===== src/rlsd_pkg.sv =====
package rlsd_pkg;

    // Panel geometry. Both dimensions are powers of two.
    localparam int PANEL_WIDTH  = 64;
    localparam int PANEL_HEIGHT = 32;

    localparam int SCAN_ROWS = PANEL_HEIGHT / 2;
    localparam int COL_W     = $clog2(PANEL_WIDTH);
    localparam int ROW_W     = $clog2(PANEL_HEIGHT);
    localparam int SROW_W    = $clog2(SCAN_ROWS);
    localparam int CELL_W    = COL_W + ROW_W;   // pixel index within one frame
    localparam int ADDR_W    = CELL_W + 1;      // frame select on top
    localparam int MEM_DEPTH = 2 * PANEL_WIDTH * PANEL_HEIGHT;

    localparam logic [7:0] X_LIMIT = 8'(PANEL_WIDTH);
    localparam logic [6:0] Y_LIMIT = 7'(PANEL_HEIGHT);

    // Action codes of an input item, also used as command kinds in the queue.
    localparam logic [1:0] ACT_WRITE = 2'd0;
    localparam logic [1:0] ACT_CLEAR = 2'd1;
    localparam logic [1:0] ACT_TICK  = 2'd2;

    localparam logic [15:0] ON_TIME_RESET = 16'd50;

    typedef struct packed {
        logic [1:0]        kind;
        logic [CELL_W-1:0] pix_idx;
        logic [2:0]        color;
    } t_cmd;

    typedef struct packed {
        logic [3:0] row_addr;
        logic [2:0] upper_rgb;
        logic [2:0] lower_rgb;
        logic       shift_clock;
        logic       latch_pulse;
        logic       output_enable;
        logic       frame_done;
    } t_res;

endpackage


===== src/rlsd_queue.sv =====
module rlsd_queue (
    input  logic           i_clk,
    input  logic           i_rst_n,
    input  logic           i_push,
    input  rlsd_pkg::t_cmd i_cmd,
    input  logic           i_pop,
    output logic           o_valid,
    output logic           o_full,
    output rlsd_pkg::t_cmd o_cmd
);
    import rlsd_pkg::*;

    t_cmd       r_mem [2];
    logic       r_wr_ptr;
    logic       r_rd_ptr;
    logic [1:0] r_count;

    assign o_valid = (r_count != 2'd0);
    assign o_full  = (r_count == 2'd2);
    assign o_cmd   = r_mem[r_rd_ptr];

    always_ff @(posedge i_clk) begin
        if (!i_rst_n) begin
            r_wr_ptr <= 1'b0;
            r_rd_ptr <= 1'b0;
            r_count  <= 2'd0;
        end else begin
            if (i_push) begin
                r_wr_ptr <= !r_wr_ptr;
            end
            if (i_pop) begin
                r_rd_ptr <= !r_rd_ptr;
            end
            if (i_push && !i_pop) begin
                r_count <= r_count + 2'd1;
            end else if (i_pop && !i_push) begin
                r_count <= r_count - 2'd1;
            end
        end
    end

    always_ff @(posedge i_clk) begin
        if (i_push) begin
            r_mem[r_wr_ptr] <= i_cmd;
        end
    end

endmodule


===== config.mk =====
export PLATFORM = sky130hd
export DESIGN_NAME = rlsd_queue
export DESIGN_NICKNAME = d
export VERILOG_FILES = /design/src/rlsd_pkg.sv /design/src/rlsd_queue.sv
export SDC_FILE = /design/constraint.sdc
export NUM_CORES = 1
export LEC_CHECK = 0
export BUFFER_PORTS_ARGS = -buffer_cell sky130_fd_sc_hd__clkbuf_2
export CORE_MARGIN = 3
export CORE_UTILIZATION = 54
export DETAILED_ROUTE_END_ITERATION = 10
export PLACE_DENSITY = 0.89
export SLEW_MARGIN = 20
export SYNTH_ARGS = -nofsm -noshare
export SYNTH_HDL_FRONTEND = slang
export SYNTH_SLANG_ARGS = --single-unit
export TNS_END_PERCENT = 5

===== constraint.sdc =====
create_clock -name i_clk -period 4 [get_ports i_clk]
set_input_delay 0.4 -clock i_clk [delete_from_list [all_inputs] [get_ports i_clk]]
set_output_delay 0.4 -clock i_clk [all_outputs]
set_load 0.02 [all_outputs]

==> Flow_metrics.wiki <==
{| class="wikitable"
! Metric !! Value
|-
| Total count of max-transition violations in the final report || 0
|-
| Number of antenna-violating nets in the routed design || 0
|-
| Switching part of the total power || around 25%
|-
| Unrepaired setup endpoints after global routing || no
|-
| I/O Buffers || 37
|-
| Synthesized-area fraction occupied by ao, oa, aoi and oai cells || between 1 and 1.5%
|-
| Crit path time final || ~2.1 ns
|-
| Worst clock skew || 0.00559 ns
|-
| Setup violators final || 0
|-
| Sequential share of power || between 60% and 70%
|-
| Clock transition at the registers of the reported paths || 0.11 ns
|-
| Type of the worst setup path || flop to output port
|-
| Routability Congestion || around 0.62
|-
| Post-CTS Resized || 0
|-
| MaxCap Viol Count || 0
|-
| Post-route cell area || 1640 sq um
|-
| Peak supply drop || about 290 uV
|-
| Leakage || 0.651 nW
|-
| # Post-CTS Setup Buffers || 0
|-
| Critical hold path startpoint || i_cmd[2]
|-
| Combinational power share || 14.0%
|-
| Multiplexer area fraction after synthesis || 13.1%
|-
| Number of hold violations in the final report || 0
|-
| Number of synthesized flops with an enable pin || 32
|-
| Final clock period utilization by the worst path || between 50% and 60%
|-
| Number of standard cells in the final layout excluding fillers || roughly 140
|-
| Worst EP arrival || roughly 1.7 ns
|-
| Hold Crit Endpoint || r_mem[0][2]$_DFFE_PP_
|-
| Pwr/cell area || ~450 nW/um^2
|-
| Final #Nets || around 140
|-
| Worst min-delay path class || input port to flop
|-
| All-layer global routing usage || between 10% and 20%
|-
| Horiz. Die Dim || 56.5 um
|-
| Fraction of power consumed by the clock network || about a quarter
|-
| Die Span Y || 56.5 um
|-
| Vias in the first global route || 795
|-
| Async set-reset flop share out of synthesis || 0%
|-
| Headroom to the max-slew limit || slightly above 50%
|-
| Overall Power || about 0.74 mW
|-
| DRC violations left || 0
|-
| TritonCTS Sinks || 37
|-
| Later-pin clock latency in the skew report || between 0.3 and 0.4 ns
|-
| Fraction of synthesized cell area in xor and xnor cells || 1.91%
|-
| Number of buffers inserted during clock tree synthesis || 5
|-
| Overall routed net length || roughly 2200 um
|-
| Clock buffer depth || 2
|-
| Largest net degree at the start of global routing || 17
|-
| CTS tree || built
|-
| Flop and latch count out of synthesis || 37
|-
| Area share of fa/ha/maj cells after synthesis || less than 1%
|-
| Total congestion overflow after global routing || 0
|-
| Site row count || 17
|-
| Routed length per placed instance || between 15 and 20 um
|-
| Launch point of the worst reg-to-reg path || r_wr_ptr$_SDFFE_PN0P_
|-
| Combinational family with the most area after synthesis || multiplexers
|-
| FF-to-FF End || r_mem[0][1]$_DFFE_PP_
|-
| Instance count of the mapped netlist || approximately 70
|-
| Reg-to-reg setup timing slack || between 2 and 3 ns
|-
| CP required || between 3 and 4 ns
|-
| Average vias per placed instance || 5.06
|-
| Area leader, netlist || edfxtp_1
|-
| Diodes inserted || 0
|-
| Run status || complete, no violations
|-
| Seq/Total Area, Yosys || 77.2%
|-
| Num ports || 38
|-
| Global-route wire length before repair || between 3000 and 4000 um
|-
| Number of cell instances on the worst register-to-register path || 2
|-
| Hold Path Depth || 1
|-
| H-tree levels || 2
|-
| Net switching component of the power || 0.188 mW
|-
| Summed instance area of the synthesized netlist || 1380 sq um
|-
| Distinct cell type count after synthesis || 17
|-
| Area after DPL || 1590 sq um
|-
| Post-Synth Simple-Gate Area || 4.28%
|-
| Synthesized Nets || just over 90
|-
| Root buf cell || clkbuf_4
|-
| Number of DRC markers after the initial detailed-route iteration || 7
|-
| Portion of synthesized cell area occupied by the leading cell type || between 60% and 70%
|-
| Synth cell count leaders || edfxtp_1 (32), mux2_2 (16), dfxtp_1 (5)
|-
| Floorplan die area || around 3200 sq um
|-
| Mean cell area of the mapped netlist || approximately 19 sq um
|-
| Max Freq || around 0.47 GHz
|-
| Instance count after placement with tap cells included || 136
|-
| Internal power component || approximately 0.55 mW
|-
| Quantity of hold-fixing buffers added after cts || 0
|-
| Worst setup EP type || output port
|-
| Most numerous cell in the Yosys netlist || edfxtp_1
|-
| Area delta synth->final || 19.3%
|-
| Main flop type after synthesis || edfxtp_1
|-
| Most area-consuming cells after synthesis || edfxtp_1 (70%), mux2_2 (13%), dfxtp_1 (7.3%)
|-
| Vias post-DR || 729
|-
| Iteration count of the initial detailed-routing pass || 4
|-
| Nature of the critical path startpoint || flop
|-
| Core outline area || roughly 2300 sq um
|-
| Final TNS setup || 0 ns
|-
| Number of antenna violations at the first check in global routing || 0
|-
| Synth warn || 0
|-
| Fraction of final layout cells with drive strength greater than 1 || 53.4%
|-
| Initial Util || between 50% and 60%
|-
| Slew of the pin with the lowest slew margin || between 0.7 and 0.8 ns
|-
| Top fanout value on the critical path || 16
|}
## cell type report
| type | instances | area (sq um) |
|---|---|---|
| Inverter | 1 | 3.75 |
| Fill cell | 179 | 678 |
| Tap cell | 28 | 35.0 |
| Timing Repair Buffer | 38 | 193 |
| Multi-Input combinational cell | 32 | 298 |
| Sequential cell | 37 | 1060 |
| Clock inverter | 3 | 12.5 |
| Clock buffer | 5 | 37.5 |
## registers in the layout, indices dropped and copies added (netlist names), named ones only
register / count
r_count: 2
r_mem: 32
r_rd_ptr: 1
r_wr_ptr: 1
## power by group through the flow
stage,logic [mW],registers [mW],clock network (mW)
CTS,0.106,0.458,0.185
global placement,0.103,0.464,0
floorplan,0.0755,0.458,0
finish,0.104,0.458,0.181
global route,0.113,0.461,0.207
detailed placement,0.106,0.467,0
## critical path, stage by stage, from the launching register on
cell and delay [ns]:
dfxtp_1 0.81, mux2_2 0.42, clkbuf_2 0.16
## routing by layer
layer,routed length (um),share of wire (%),global-route usage (%),vias up
li1,-,-,-,355
met5,0,0,0,-
met3,191,8.7,8.74,7
met1,896,41,17.6,338
met2,1060,48,25.6,29
met4,52,2.4,8.81,0
## cells by family after synthesis
kind of cell,Yosys count
buffers and inverters,3
flip-flops,37
XOR/XNOR,3
AO/OA/AOI/OAI,3
multiplexers,16
adder cells (fa/ha/maj),1
AND/OR/NAND/NOR,9
## placed cells by master, fill, tap and decap left out, drive strengths merged
master,n
or3,1
and2,4
buf,1
ha,1
or2,1
dfxtp,5
o21a,1
xnor2,1
nor2b,2
o21ai,1
inv,1
and2b,1
edfxtp,32
a21boi,1
mux2,16
clkinv,3
xor2,2
clkbuf,42
## worst max path at each step
| stage | cells after the start | endpoint |
|---|---|---|
| final | 2 | o_cmd[13] |
| after global routing | 2 | o_cmd[13] |
| after CTS | 2 | o_cmd[13] |
| after detailed placement | 2 | o_cmd[13] |
| after global placement | 2 | o_cmd[12] |
| after floorplan | 1 | r_mem[0][0]$_DFFE_PP_ |
## per-stage QoR
step / hold WS [ns] / worst slack (ns) / util (%)
3_5_place_dp: 0.504 / 2.24 / 68.6
4_1_cts: 0.233 / 1.85 / 70.8
2_1_floorplan: 0.461 / 2.41 / -
3_3_place_gp: 0.474 / 2.25 / 68.6
6_report: 0.242 / 1.88 / 70.8
5_1_grt: 0.211 / 1.74 / 70.8
Note: power is estimated with default switching activity, not from simulation.
