===== config.mk =====
export PLATFORM = sky130hd
export DESIGN_NAME = rlsd_front_flat
export DESIGN_NICKNAME = d
export VERILOG_FILES = /design/src/rlsd_pkg.sv /design/src/rlsd_if.sv /design/src/rlsd_front.sv /design/src/flat_wrapper.sv
export SDC_FILE = /design/constraint.sdc
export NUM_CORES = 1
export LEC_CHECK = 0
export CAP_MARGIN = 20
export CELL_PAD_IN_SITES_DETAIL_PLACEMENT = 0
export CELL_PAD_IN_SITES_GLOBAL_PLACEMENT = 2
export CORE_AREA = 2 2 39 41
export DETAILED_ROUTE_END_ITERATION = 6
export DIE_AREA = 0 0 41 43
export DONT_BUFFER_PORTS = 1
export PLACE_DENSITY_LB_ADDON = 0.1
export SETUP_SLACK_MARGIN = 0.2
export SLEW_MARGIN = 30
export SYNTH_ARGS = -nofsm -noshare
export SYNTH_HDL_FRONTEND = slang
export SYNTH_SLANG_ARGS = --single-unit

===== constraint.sdc =====
create_clock -name vclk -period 2.57
set_clock_uncertainty 0.15 [all_clocks]
set_input_delay 0.257 -clock vclk [all_inputs]
set_output_delay 0.257 -clock vclk [all_outputs]
set_load 0.03 [all_outputs]

===== src/rlsd_pkg.sv =====
package rlsd_pkg;

    // Panel geometry. Both dimensions are powers of two.
    localparam int PANEL_WIDTH  = 64;
    localparam int PANEL_HEIGHT = 32;

    localparam int SCAN_ROWS = PANEL_HEIGHT / 2;
    localparam int COL_W     = $clog2(PANEL_WIDTH);
    localparam int ROW_W     = $clog2(PANEL_HEIGHT);
    localparam int SROW_W    = $clog2(SCAN_ROWS);
    localparam int CELL_W    = COL_W + ROW_W;   // pixel index within one frame
    localparam int ADDR_W    = CELL_W + 1;      // frame select on top
    localparam int MEM_DEPTH = 2 * PANEL_WIDTH * PANEL_HEIGHT;

    localparam logic [7:0] X_LIMIT = 8'(PANEL_WIDTH);
    localparam logic [6:0] Y_LIMIT = 7'(PANEL_HEIGHT);

    // Action codes of an input item, also used as command kinds in the queue.
    localparam logic [1:0] ACT_WRITE = 2'd0;
    localparam logic [1:0] ACT_CLEAR = 2'd1;
    localparam logic [1:0] ACT_TICK  = 2'd2;

    localparam logic [15:0] ON_TIME_RESET = 16'd50;

    typedef struct packed {
        logic [1:0]        kind;
        logic [CELL_W-1:0] pix_idx;
        logic [2:0]        color;
    } t_cmd;

    typedef struct packed {
        logic [3:0] row_addr;
        logic [2:0] upper_rgb;
        logic [2:0] lower_rgb;
        logic       shift_clock;
        logic       latch_pulse;
        logic       output_enable;
        logic       frame_done;
    } t_res;

endpackage


===== src/rlsd_if.sv =====
interface rlsd_in_if;
    logic       valid;
    logic       ready;
    logic [1:0] action;
    logic [6:0] pos_x;
    logic [5:0] pos_y;
    logic [2:0] color;

    modport source (output valid, action, pos_x, pos_y, color, input ready);
    modport sink   (input valid, action, pos_x, pos_y, color, output ready);
endinterface



===== src/rlsd_front.sv =====
module rlsd_front (
    rlsd_in_if.sink        i_pix,
    input  logic           i_init_busy,
    input  logic           i_q_full,
    output logic           o_push,
    output rlsd_pkg::t_cmd o_cmd
);
    import rlsd_pkg::*;

    logic x_ok;
    logic y_ok;
    logic keep;

    assign x_ok = (i_pix.pos_x != 7'd0) && ({1'b0, i_pix.pos_x} <= X_LIMIT);
    assign y_ok = (i_pix.pos_y != 6'd0) && ({1'b0, i_pix.pos_y} <= Y_LIMIT);

    // Off-panel writes and the unused code are dropped here.
    always_comb begin
        unique case (i_pix.action)
            ACT_WRITE: keep = x_ok && y_ok;
            ACT_CLEAR: keep = 1'b1;
            ACT_TICK:  keep = 1'b1;
            default:   keep = 1'b0;
        endcase
    end

    assign i_pix.ready = !i_q_full && !i_init_busy;
    assign o_push      = i_pix.valid && i_pix.ready && keep;

    assign o_cmd.kind    = i_pix.action;
    assign o_cmd.pix_idx = {ROW_W'(i_pix.pos_y - 6'd1), COL_W'(i_pix.pos_x - 7'd1)};
    assign o_cmd.color   = i_pix.color;

endmodule


===== src/flat_wrapper.sv =====
// flat-port wrapper written by rule: the top's interface ports become plain ports
module rlsd_front_flat import rlsd_pkg::*;
  (i_init_busy, i_q_full, o_push, o_cmd, i_pix_valid, i_pix_action, i_pix_pos_x, i_pix_pos_y, i_pix_color, i_pix_ready);
  rlsd_in_if i_pix_i ();
  input  logic i_init_busy;
  input  logic i_q_full;
  output logic o_push;
  output rlsd_pkg::t_cmd o_cmd;
  input wire logic [$bits(i_pix_i.valid)-1:0] i_pix_valid;
  input wire logic [$bits(i_pix_i.action)-1:0] i_pix_action;
  input wire logic [$bits(i_pix_i.pos_x)-1:0] i_pix_pos_x;
  input wire logic [$bits(i_pix_i.pos_y)-1:0] i_pix_pos_y;
  input wire logic [$bits(i_pix_i.color)-1:0] i_pix_color;
  output wire logic [$bits(i_pix_i.ready)-1:0] i_pix_ready;
  assign i_pix_i.valid = i_pix_valid;
  assign i_pix_i.action = i_pix_action;
  assign i_pix_i.pos_x = i_pix_pos_x;
  assign i_pix_i.pos_y = i_pix_pos_y;
  assign i_pix_i.color = i_pix_color;
  assign i_pix_ready = i_pix_i.ready;
  rlsd_front u_core (.i_pix(i_pix_i), .i_init_busy(i_init_busy), .i_q_full(i_q_full), .o_push(o_push), .o_cmd(o_cmd));
endmodule

==> results of run 1 <==
[stage by stage]
step                      setup WS [ns]  power (mW)  cells
after CTS                        0.6872     0.06194     55
after floorplan                  0.6136     0.07190     43
after global placement           0.7124     0.06166     55
after detailed placement         0.6925     0.06174     55
after global routing             0.6047     0.06538     55
final                            0.7231     0.06115     55
[Yosys cell counts]
master	count	area (um2)
nor4b_2	1	15.01
nor3_1	3	15.01
xor2_1	4	35.03
nand3b_1	1	7.510
inv_1	8	30.03
buf_4	5	37.54
xnor2_1	5	43.79
o21ai_1	1	5.000
nor4b_4	1	23.77
ha_1	6	75.07
nand3_1	2	10.01
nor2_1	3	11.26
nand2_1	3	11.26
[metal layers]
metal | routed length [um] | share of wire [%]
met5 | 0 | 0
met4 | 0 | 0
met3 | 91 | 16
met2 | 309 | 54
met1 | 173 | 30
[logic make-up after synthesis]
logic type,share of synthesized area [%]
buffers and inverters,21.10
AO/OA/AOI/OAI,1.561
XOR/XNOR,24.61
adder cells (fa/ha/maj),23.44
AND/OR/NAND/NOR,29.29
[cells in the final DEF (no fill, tap or decap)]
cell / netlist / final
nor3_1: 3 / 3
nand3_1: 2 / 2
nor2_1: 3 / 3
xor2_1: 4 / 4
o21ai_1: 1 / 1
inv_1: 8 / 8
xnor2_1: 5 / 5
nor4b_2: 1 / 1
buf_4: 5 / 1
nand2_1: 3 / 3
nand3b_1: 1 / 1
nor4b_4: 1 / 1
ha_1: 6 / 6
[area by class of cell]
class                           count  area, um2  share of cell area, %
Inverter                            8      30.03                  9.677
Multi-Input combinational cell     30      252.7                  81.45
Tap cell                           16      20.02                  6.452
Timing Repair Buffer                1      7.507                  2.419
[how the worst min path moves through the flow]
stage             endpoint  cells after the start  slack (ns)
6_report          o_cmd[0]                      0        0.36
5_1_grt           o_cmd[0]                      0        0.36
4_1_cts          o_cmd[15]                      0        0.36
3_5_place_dp     o_cmd[15]                      0        0.36
3_3_place_gp     o_cmd[15]                      0        0.36
2_1_floorplan  i_pix_ready                      1        0.47
[worst max-delay path, cell delays in order]
cell and delay (ns):
inv_1 0.24, ha_1 0.21, nor4b_4 0.20, xnor2_1 0.15
nand3_1 0.09, o21ai_1 0.13, buf_4 0.17
[power breakdown]
group / switching (mW) / internal [mW]
clock: 0 / 0
sequential: 0 / 0
combinational: 0.0465 / 0.0146
total: 0.0465 / 0.0146
==> run summary, run 1 <==
largest net degree at the start of global routing: 5
share of cells above drive strength 1: 7.692%
Via density: 4.400
number of fill cells: 154
All-Layer GR Usage: 5.794%
Vias: 242
hold path startpoint: i_pix_color[0]
leakage power: 0.1491 nW
clock buf count: 0
Achievable Freq: 0.5415 GHz
Mapped Nets: 70
Slew HR: 54.25%
WP data arrival: 1.44 ns
routed wire length: 573 um
drt pass-1 iters: 2
nets@finish: 68
status: finished clean
initial antenna violation count: 0
Min Hold Slack: 0.3640 ns
final core occ: 22.42%
Port Buffers: 0
crit path max fanout: 3
Ant. Diodes: 0
Register Area: 0 um2
Initial Utilization: 23.15%
Area growth syn-to-layout: -3.125%
Top-Level Pins: 39
Starting DRT DRC Count: 2
Core Box Area: 0.001384 mm2
Post-CTS Setup Bufs: 0
Seq cells: 0
Worst Tran Pin Value: 0.6813 ns
GR Layer Usage met3: 2.094%
die width: 41 um
Setup violations, final: 0
met1 Use GR: 4.430%
Yosys cell types: 13
worst ir drop on vdd: 0.00005525 V
Final Cell Area: 310.3 um2
Min-Delay Path Class: in2out
DIE AREA: 0.001763 mm2
post-DP HPWL: 554.4 um
routability cong.: 0.5407
syn_area_per_cell: 7.449 um2
Crit Path Category: in2out
row cnt: 14
Startpoint Class: primary input
Final Max Slew Viols: 0
Critical Path Start: i_pix_pos_y[0]
ANT nets after route: 0
first-pass GRT wire length: 786 um
Setup crit end: o_push
mapped cell area: 320.3 um2
placed cell area: 310.3 um2
maxcap violations: 0
Fin. Hold Viols: 0
min Tclk post-route: 1.847 ns
# DRC: 0
Ys Warns: 0
nature of the critical path endpoint: output port
final setup TNS: 0 ns
GRT busiest layer: met2
total congestion overflow: 0
global routing usage on met2: 12.50%
mean routed wirelength per cell: 10.42 um
power per cell area: 197.1 mW/mm2
Post-Syn Instances: 43
vias in the first global route: 215
CTS resizes: 0
RSZ-0062 raised after global routing: no
Die H: 43 um
Worst EP required: 2.16 ns
sequential area share after synthesis: 0%
Hold Buf Count CTS: 0
Period Utilization, post-route: 71.86%
No activity file was read; power rests on OpenSTA's default activity.
==> run 2: changes to the inputs <==
clock period = 1.9 ns   (was 2.57 ns; I/O delays follow)
==> run 2 against run 1 <==
Against the previous run: die area stayed put; final area is 18% higher; first-iteration DRC count stayed put; total power is 67% higher; sequential share of layout area stayed put; critical path depth is 1 lower; hold slack worse by 0.13 ns.
==> run summary, run 2 (synthesized netlist as in run 1, its figures left out) <==
total congestion overflow: 0
number of fill cells: 163
routability cong.: 0.5645
die width: 41 um
Worst Tran Pin Value: 0.6160 ns
post-placement cell count: 62
Area growth syn-to-layout: 14.45%
Slew HR: 58.79%
DIE AREA: 0.001763 mm2
Register Area: 0 um2
share of cells above drive strength 1: 23.91%
Die H: 43 um
Initial Utilization: 23.15%
routed wire length: 674 um
Seq cells: 0
# DRC: 0
Crit Path Category: in2out
Fin. Hold Viols: 0
Hold Buf Count CTS: 0
Post-CTS Setup Bufs: 0
post-DP HPWL: 663.3 um
final core occ: 26.49%
Ant. Diodes: 0
Period Utilization, post-route: 79.18%
initial antenna violation count: 0
Setup crit end: o_push
ANT nets after route: 0
Vias: 265
first-pass GRT wire length: 952 um
row cnt: 14
clock buf count: 0
drt pass-1 iters: 2
crit path max fanout: 2
leakage power: 0.1840 nW
power per cell area: 278.8 mW/mm2
worst ir drop on vdd: 0.00008401 V
Min-Delay Path Class: in2out
Total Power: 102.2 uW
Final Max Slew Viols: 0
mean routed wirelength per cell: 10.87 um
Startpoint Class: primary input
final setup TNS: 0 ns
Top-Level Pins: 39
nets@finish: 75
min Tclk post-route: 1.504 ns
largest net degree at the start of global routing: 5
Port Buffers: 0
status: finished clean
CTS resizes: 0
Achievable Freq: 0.6647 GHz
vias in the first global route: 254
Post-Layout Cell Count: 62
Starting DRT DRC Count: 2
nature of the critical path endpoint: output port
Setup violations, final: 0
maxcap violations: 0
All-Layer GR Usage: 7.193%
Worst EP required: 1.56 ns
Final WS setup: 0.3955 ns
WP data arrival: 1.16 ns
most frequent cells in the layout: 8 x inv_1, 8 x buf_4, 6 x ha_1
Via density: 4.274
Setup WS pre-CTS: 0.3806 ns
Core Box Area: 0.001384 mm2
Critical Path Start: i_pix_pos_y[0]
RSZ-0062 raised after global routing: no
==> run 2: worst min path at each step <==
| stage | from | cells past startpoint | endpoint | slack (ns) |
|---|---|---|---|---|
| 2_1_floorplan | i_init_busy | 1 | i_pix_ready | 0.34 |
| 3_3_place_gp | i_pix_color[0] | 0 | o_cmd[0] | 0.23 |
| 3_5_place_dp | i_pix_color[0] | 0 | o_cmd[0] | 0.23 |
| 4_1_cts | i_pix_color[0] | 0 | o_cmd[0] | 0.23 |
| 5_1_grt | i_pix_color[0] | 0 | o_cmd[0] | 0.23 |
| 6_report | i_pix_color[0] | 0 | o_cmd[0] | 0.23 |
==> run 2: area by class of cell <==
cell class         count  area [um2]  share of cell area, %
inverters              8       30.03                  8.191
multi-input cells     30       256.5                  69.97
well taps             16       20.02                  5.461
repair buffers         8       60.06                  16.38
==> run 2: layer usage <==
metal	global-route usage [%]	wire (um)	share of wire, %
met1	6.329	192	28
met2	15.31	395	59
met3	1.571	85	13
met4	0	0	0
met5	0	0	0
==> run 2: worst max-delay path, cell delays in order <==
cell and delay, ns:
inv_1 0.06, ha_1 0.14, nor4b_4 0.19, xnor2_1 0.15, nand3_1 0.10, o21ai_2 0.33
==> run 2: power breakdown <==
group	switching (mW)	leakage [nW]	internal [mW]	total, mW
Combinational	0.0668	0.184	0.0355	0.102
Clock	0	0	0	0
Sequential	0	0	0	0
==> run 2: through the flow <==
step                hold slack (ns)  instance area, um2
floorplan                    0.3373               324.1
global placement             0.2304               366.6
detailed placement           0.2304               366.6
CTS                          0.2304               366.6
global route                 0.2301               366.6
finish                       0.2300               366.6
==> run 3: changes to the inputs <==
ABC_AREA = 1   (was default)
clock period = 1.4 ns   (was 1.9 ns; I/O delays follow)
==> run 3 against run 2 <==
Against the previous run: synthesized cell count is 28% higher; hold slack worse by 0.10 ns; final area is 34% higher; largest cell class unchanged; final cell count is 16% higher.
==> run summary, run 3 <==
Area growth syn-to-layout: 45.93%
worst ir drop on vdd: 0.0001551 V
Fin. Hold Viols: 0
Via density: 4.472
Period Utilization, post-route: 91.22%
vias in the first global route: 302
Slowest cell on crit path: nor2_4
Hold Buf Count CTS: 0
WP data arrival: 0.99 ns
total congestion overflow: 0
power per cell area: 337.9 mW/mm2
nets@finish: 85
Top-Level Pins: 39
row cnt: 14
CP top delay family: simple AND/OR/NAND/NOR gates
Startpoint Class: primary input
Min-Delay Path Class: in2out
cell taking the most area after synthesis: ha_1
critical path's largest stage delay: 0.19 ns
drt pass-1 iters: 2
Setup violations, final: 0
first-pass GRT wire length: 1173 um
Vias: 322
largest net degree at the start of global routing: 5
status: finished clean
Post-Syn Instances: 55
post-DP HPWL: 754.9 um
Pint: 59.58 uW
logic gate share of total power: 100.0%
most frequent cells in the layout: 7 x inv_1, 7 x nor2_1, 7 x nand2_1
Min Hold Slack: 0.1303 ns
final setup TNS: 0 ns
Final WS setup: 0.1229 ns
clock share of power: 0%
routed wire length: 776 um
die width: 41 um
mean routed wirelength per cell: 10.78 um
worst path buffer plus inverter count: 2
sequential area share after synthesis: 0%
Worst EP required: 1.11 ns
min Tclk post-route: 1.277 ns
maxcap violations: 0
Final Max Slew Viols: 0
Post-CTS Setup Bufs: 0
Slew HR: 73.86%
switching share of power: 64.23%
Die H: 43 um
DIE AREA: 0.001763 mm2
Seq cells: 0
Port Buffers: 0
syn_area_per_cell: 6.142 um2
number of fill cells: 144
Flop pwr share: 0%
crit path max fanout: 4
initial antenna violation count: 0
Sw Pwr: 107.0 uW
cell with the most instances after synthesis: inv_1
Total Power: 166.6 uW
Mapped Nets: 82
nature of the critical path endpoint: output port
share of cells above drive strength 1: 46.43%
Ant. Diodes: 0
Critical Path, Cell by Cell: clkinvlp_4 -> ha_4 -> inv_2 -> nor2_2 -> nand3_1 -> nand2_1 -> nand2_1 -> nor2_1 -> nor2_1 -> nor2_4
Setup WS pre-CTS: 0.03763 ns
clock buf count: 0
Register Area: 0 um2
Starting DRT DRC Count: 1
leakage power: 0.2146 nW
ANT nets after route: 0
mapped cell area: 337.8 um2
top post-synthesis cells by count: 12 x inv_1, 8 x nor2_1, 7 x nand2_1
Yosys cell types: 13
Worst Tran Pin Value: 0.3918 ns
final core occ: 35.62%
Achievable Freq: 0.7830 GHz
RSZ-0062 raised after global routing: yes
Ys Warns: 0
multi-input gate area in the final layout: 371.6 um2
routability cong.: 0.6294
share of the synthesized area in the top cell type: 22.22%
# DRC: 0
top cells by area, synth: ha_1 22%, inv_1 13%, xor2_1 13%
Core Box Area: 0.001384 mm2
Initial Utilization: 24.41%
Crit Path Category: in2out
All-Layer GR Usage: 8.818%
-- run 3: cell count changes in the layout (fill, tap and decap cells not counted), sizes merged, moves of 2 or more --
cell	change
nand2	+4
clkinvlp	+2
xnor2	-3
nor4b	-2
inv	+2
nor2	+8
buf	-2
-- run 3: cells by family after synthesis --
kind of cell,Yosys count,share of synthesized area [%]
adder cells (fa/ha/maj),6,22.22
XOR/XNOR,7,18.15
AND/OR/NAND/NOR,25,35.19
buffers and inverters,17,24.44
-- run 3: worst paths after layout --
path | from | end | slack [ns] | depth (start not counted)
worst min-delay path | i_pix_action[1] | o_cmd[15] | 0.13 | 0
worst max-delay path | i_pix_pos_x[0] | o_push | 0.12 | 10
-- run 3: repair_timing --
| action | in CTS | in global routing |
|---|---|---|
| pin swaps | 1 | 0 |
| endpoints found under the setup margin | 2 | 2 |
| gates resized for setup | 2 | 2 |
-- run 3: through the flow --
stage | instances | area (um2)
floorplan | 55 | 459.2
global placement | 72 | 486.7
detailed placement | 72 | 486.7
CTS | 72 | 486.7
global route | 72 | 493.0
finish | 72 | 493.0
-- run 3: layout make-up --
class | instances | area share (%)
multi-input cells | 38 | 75.38
well taps | 16 | 4.061
inverters | 12 | 10.66
repair buffers | 6 | 9.898
-- run 3: power by group through the flow --
| stage | logic [mW] | registers (mW) | clock network, mW |
|---|---|---|---|
| global route | 0.179 | 0 | 0 |
| floorplan | 0.164 | 0 | 0 |
| detailed placement | 0.166 | 0 | 0 |
| finish | 0.167 | 0 | 0 |
| global placement | 0.162 | 0 | 0 |
| CTS | 0.167 | 0 | 0 |
-- run 3: per-layer routing --
layer	wire length (um)	track usage, %
met1	230	10.22
met2	456	16.88
met3	89	1.047
met4	0	0
met5	0	0
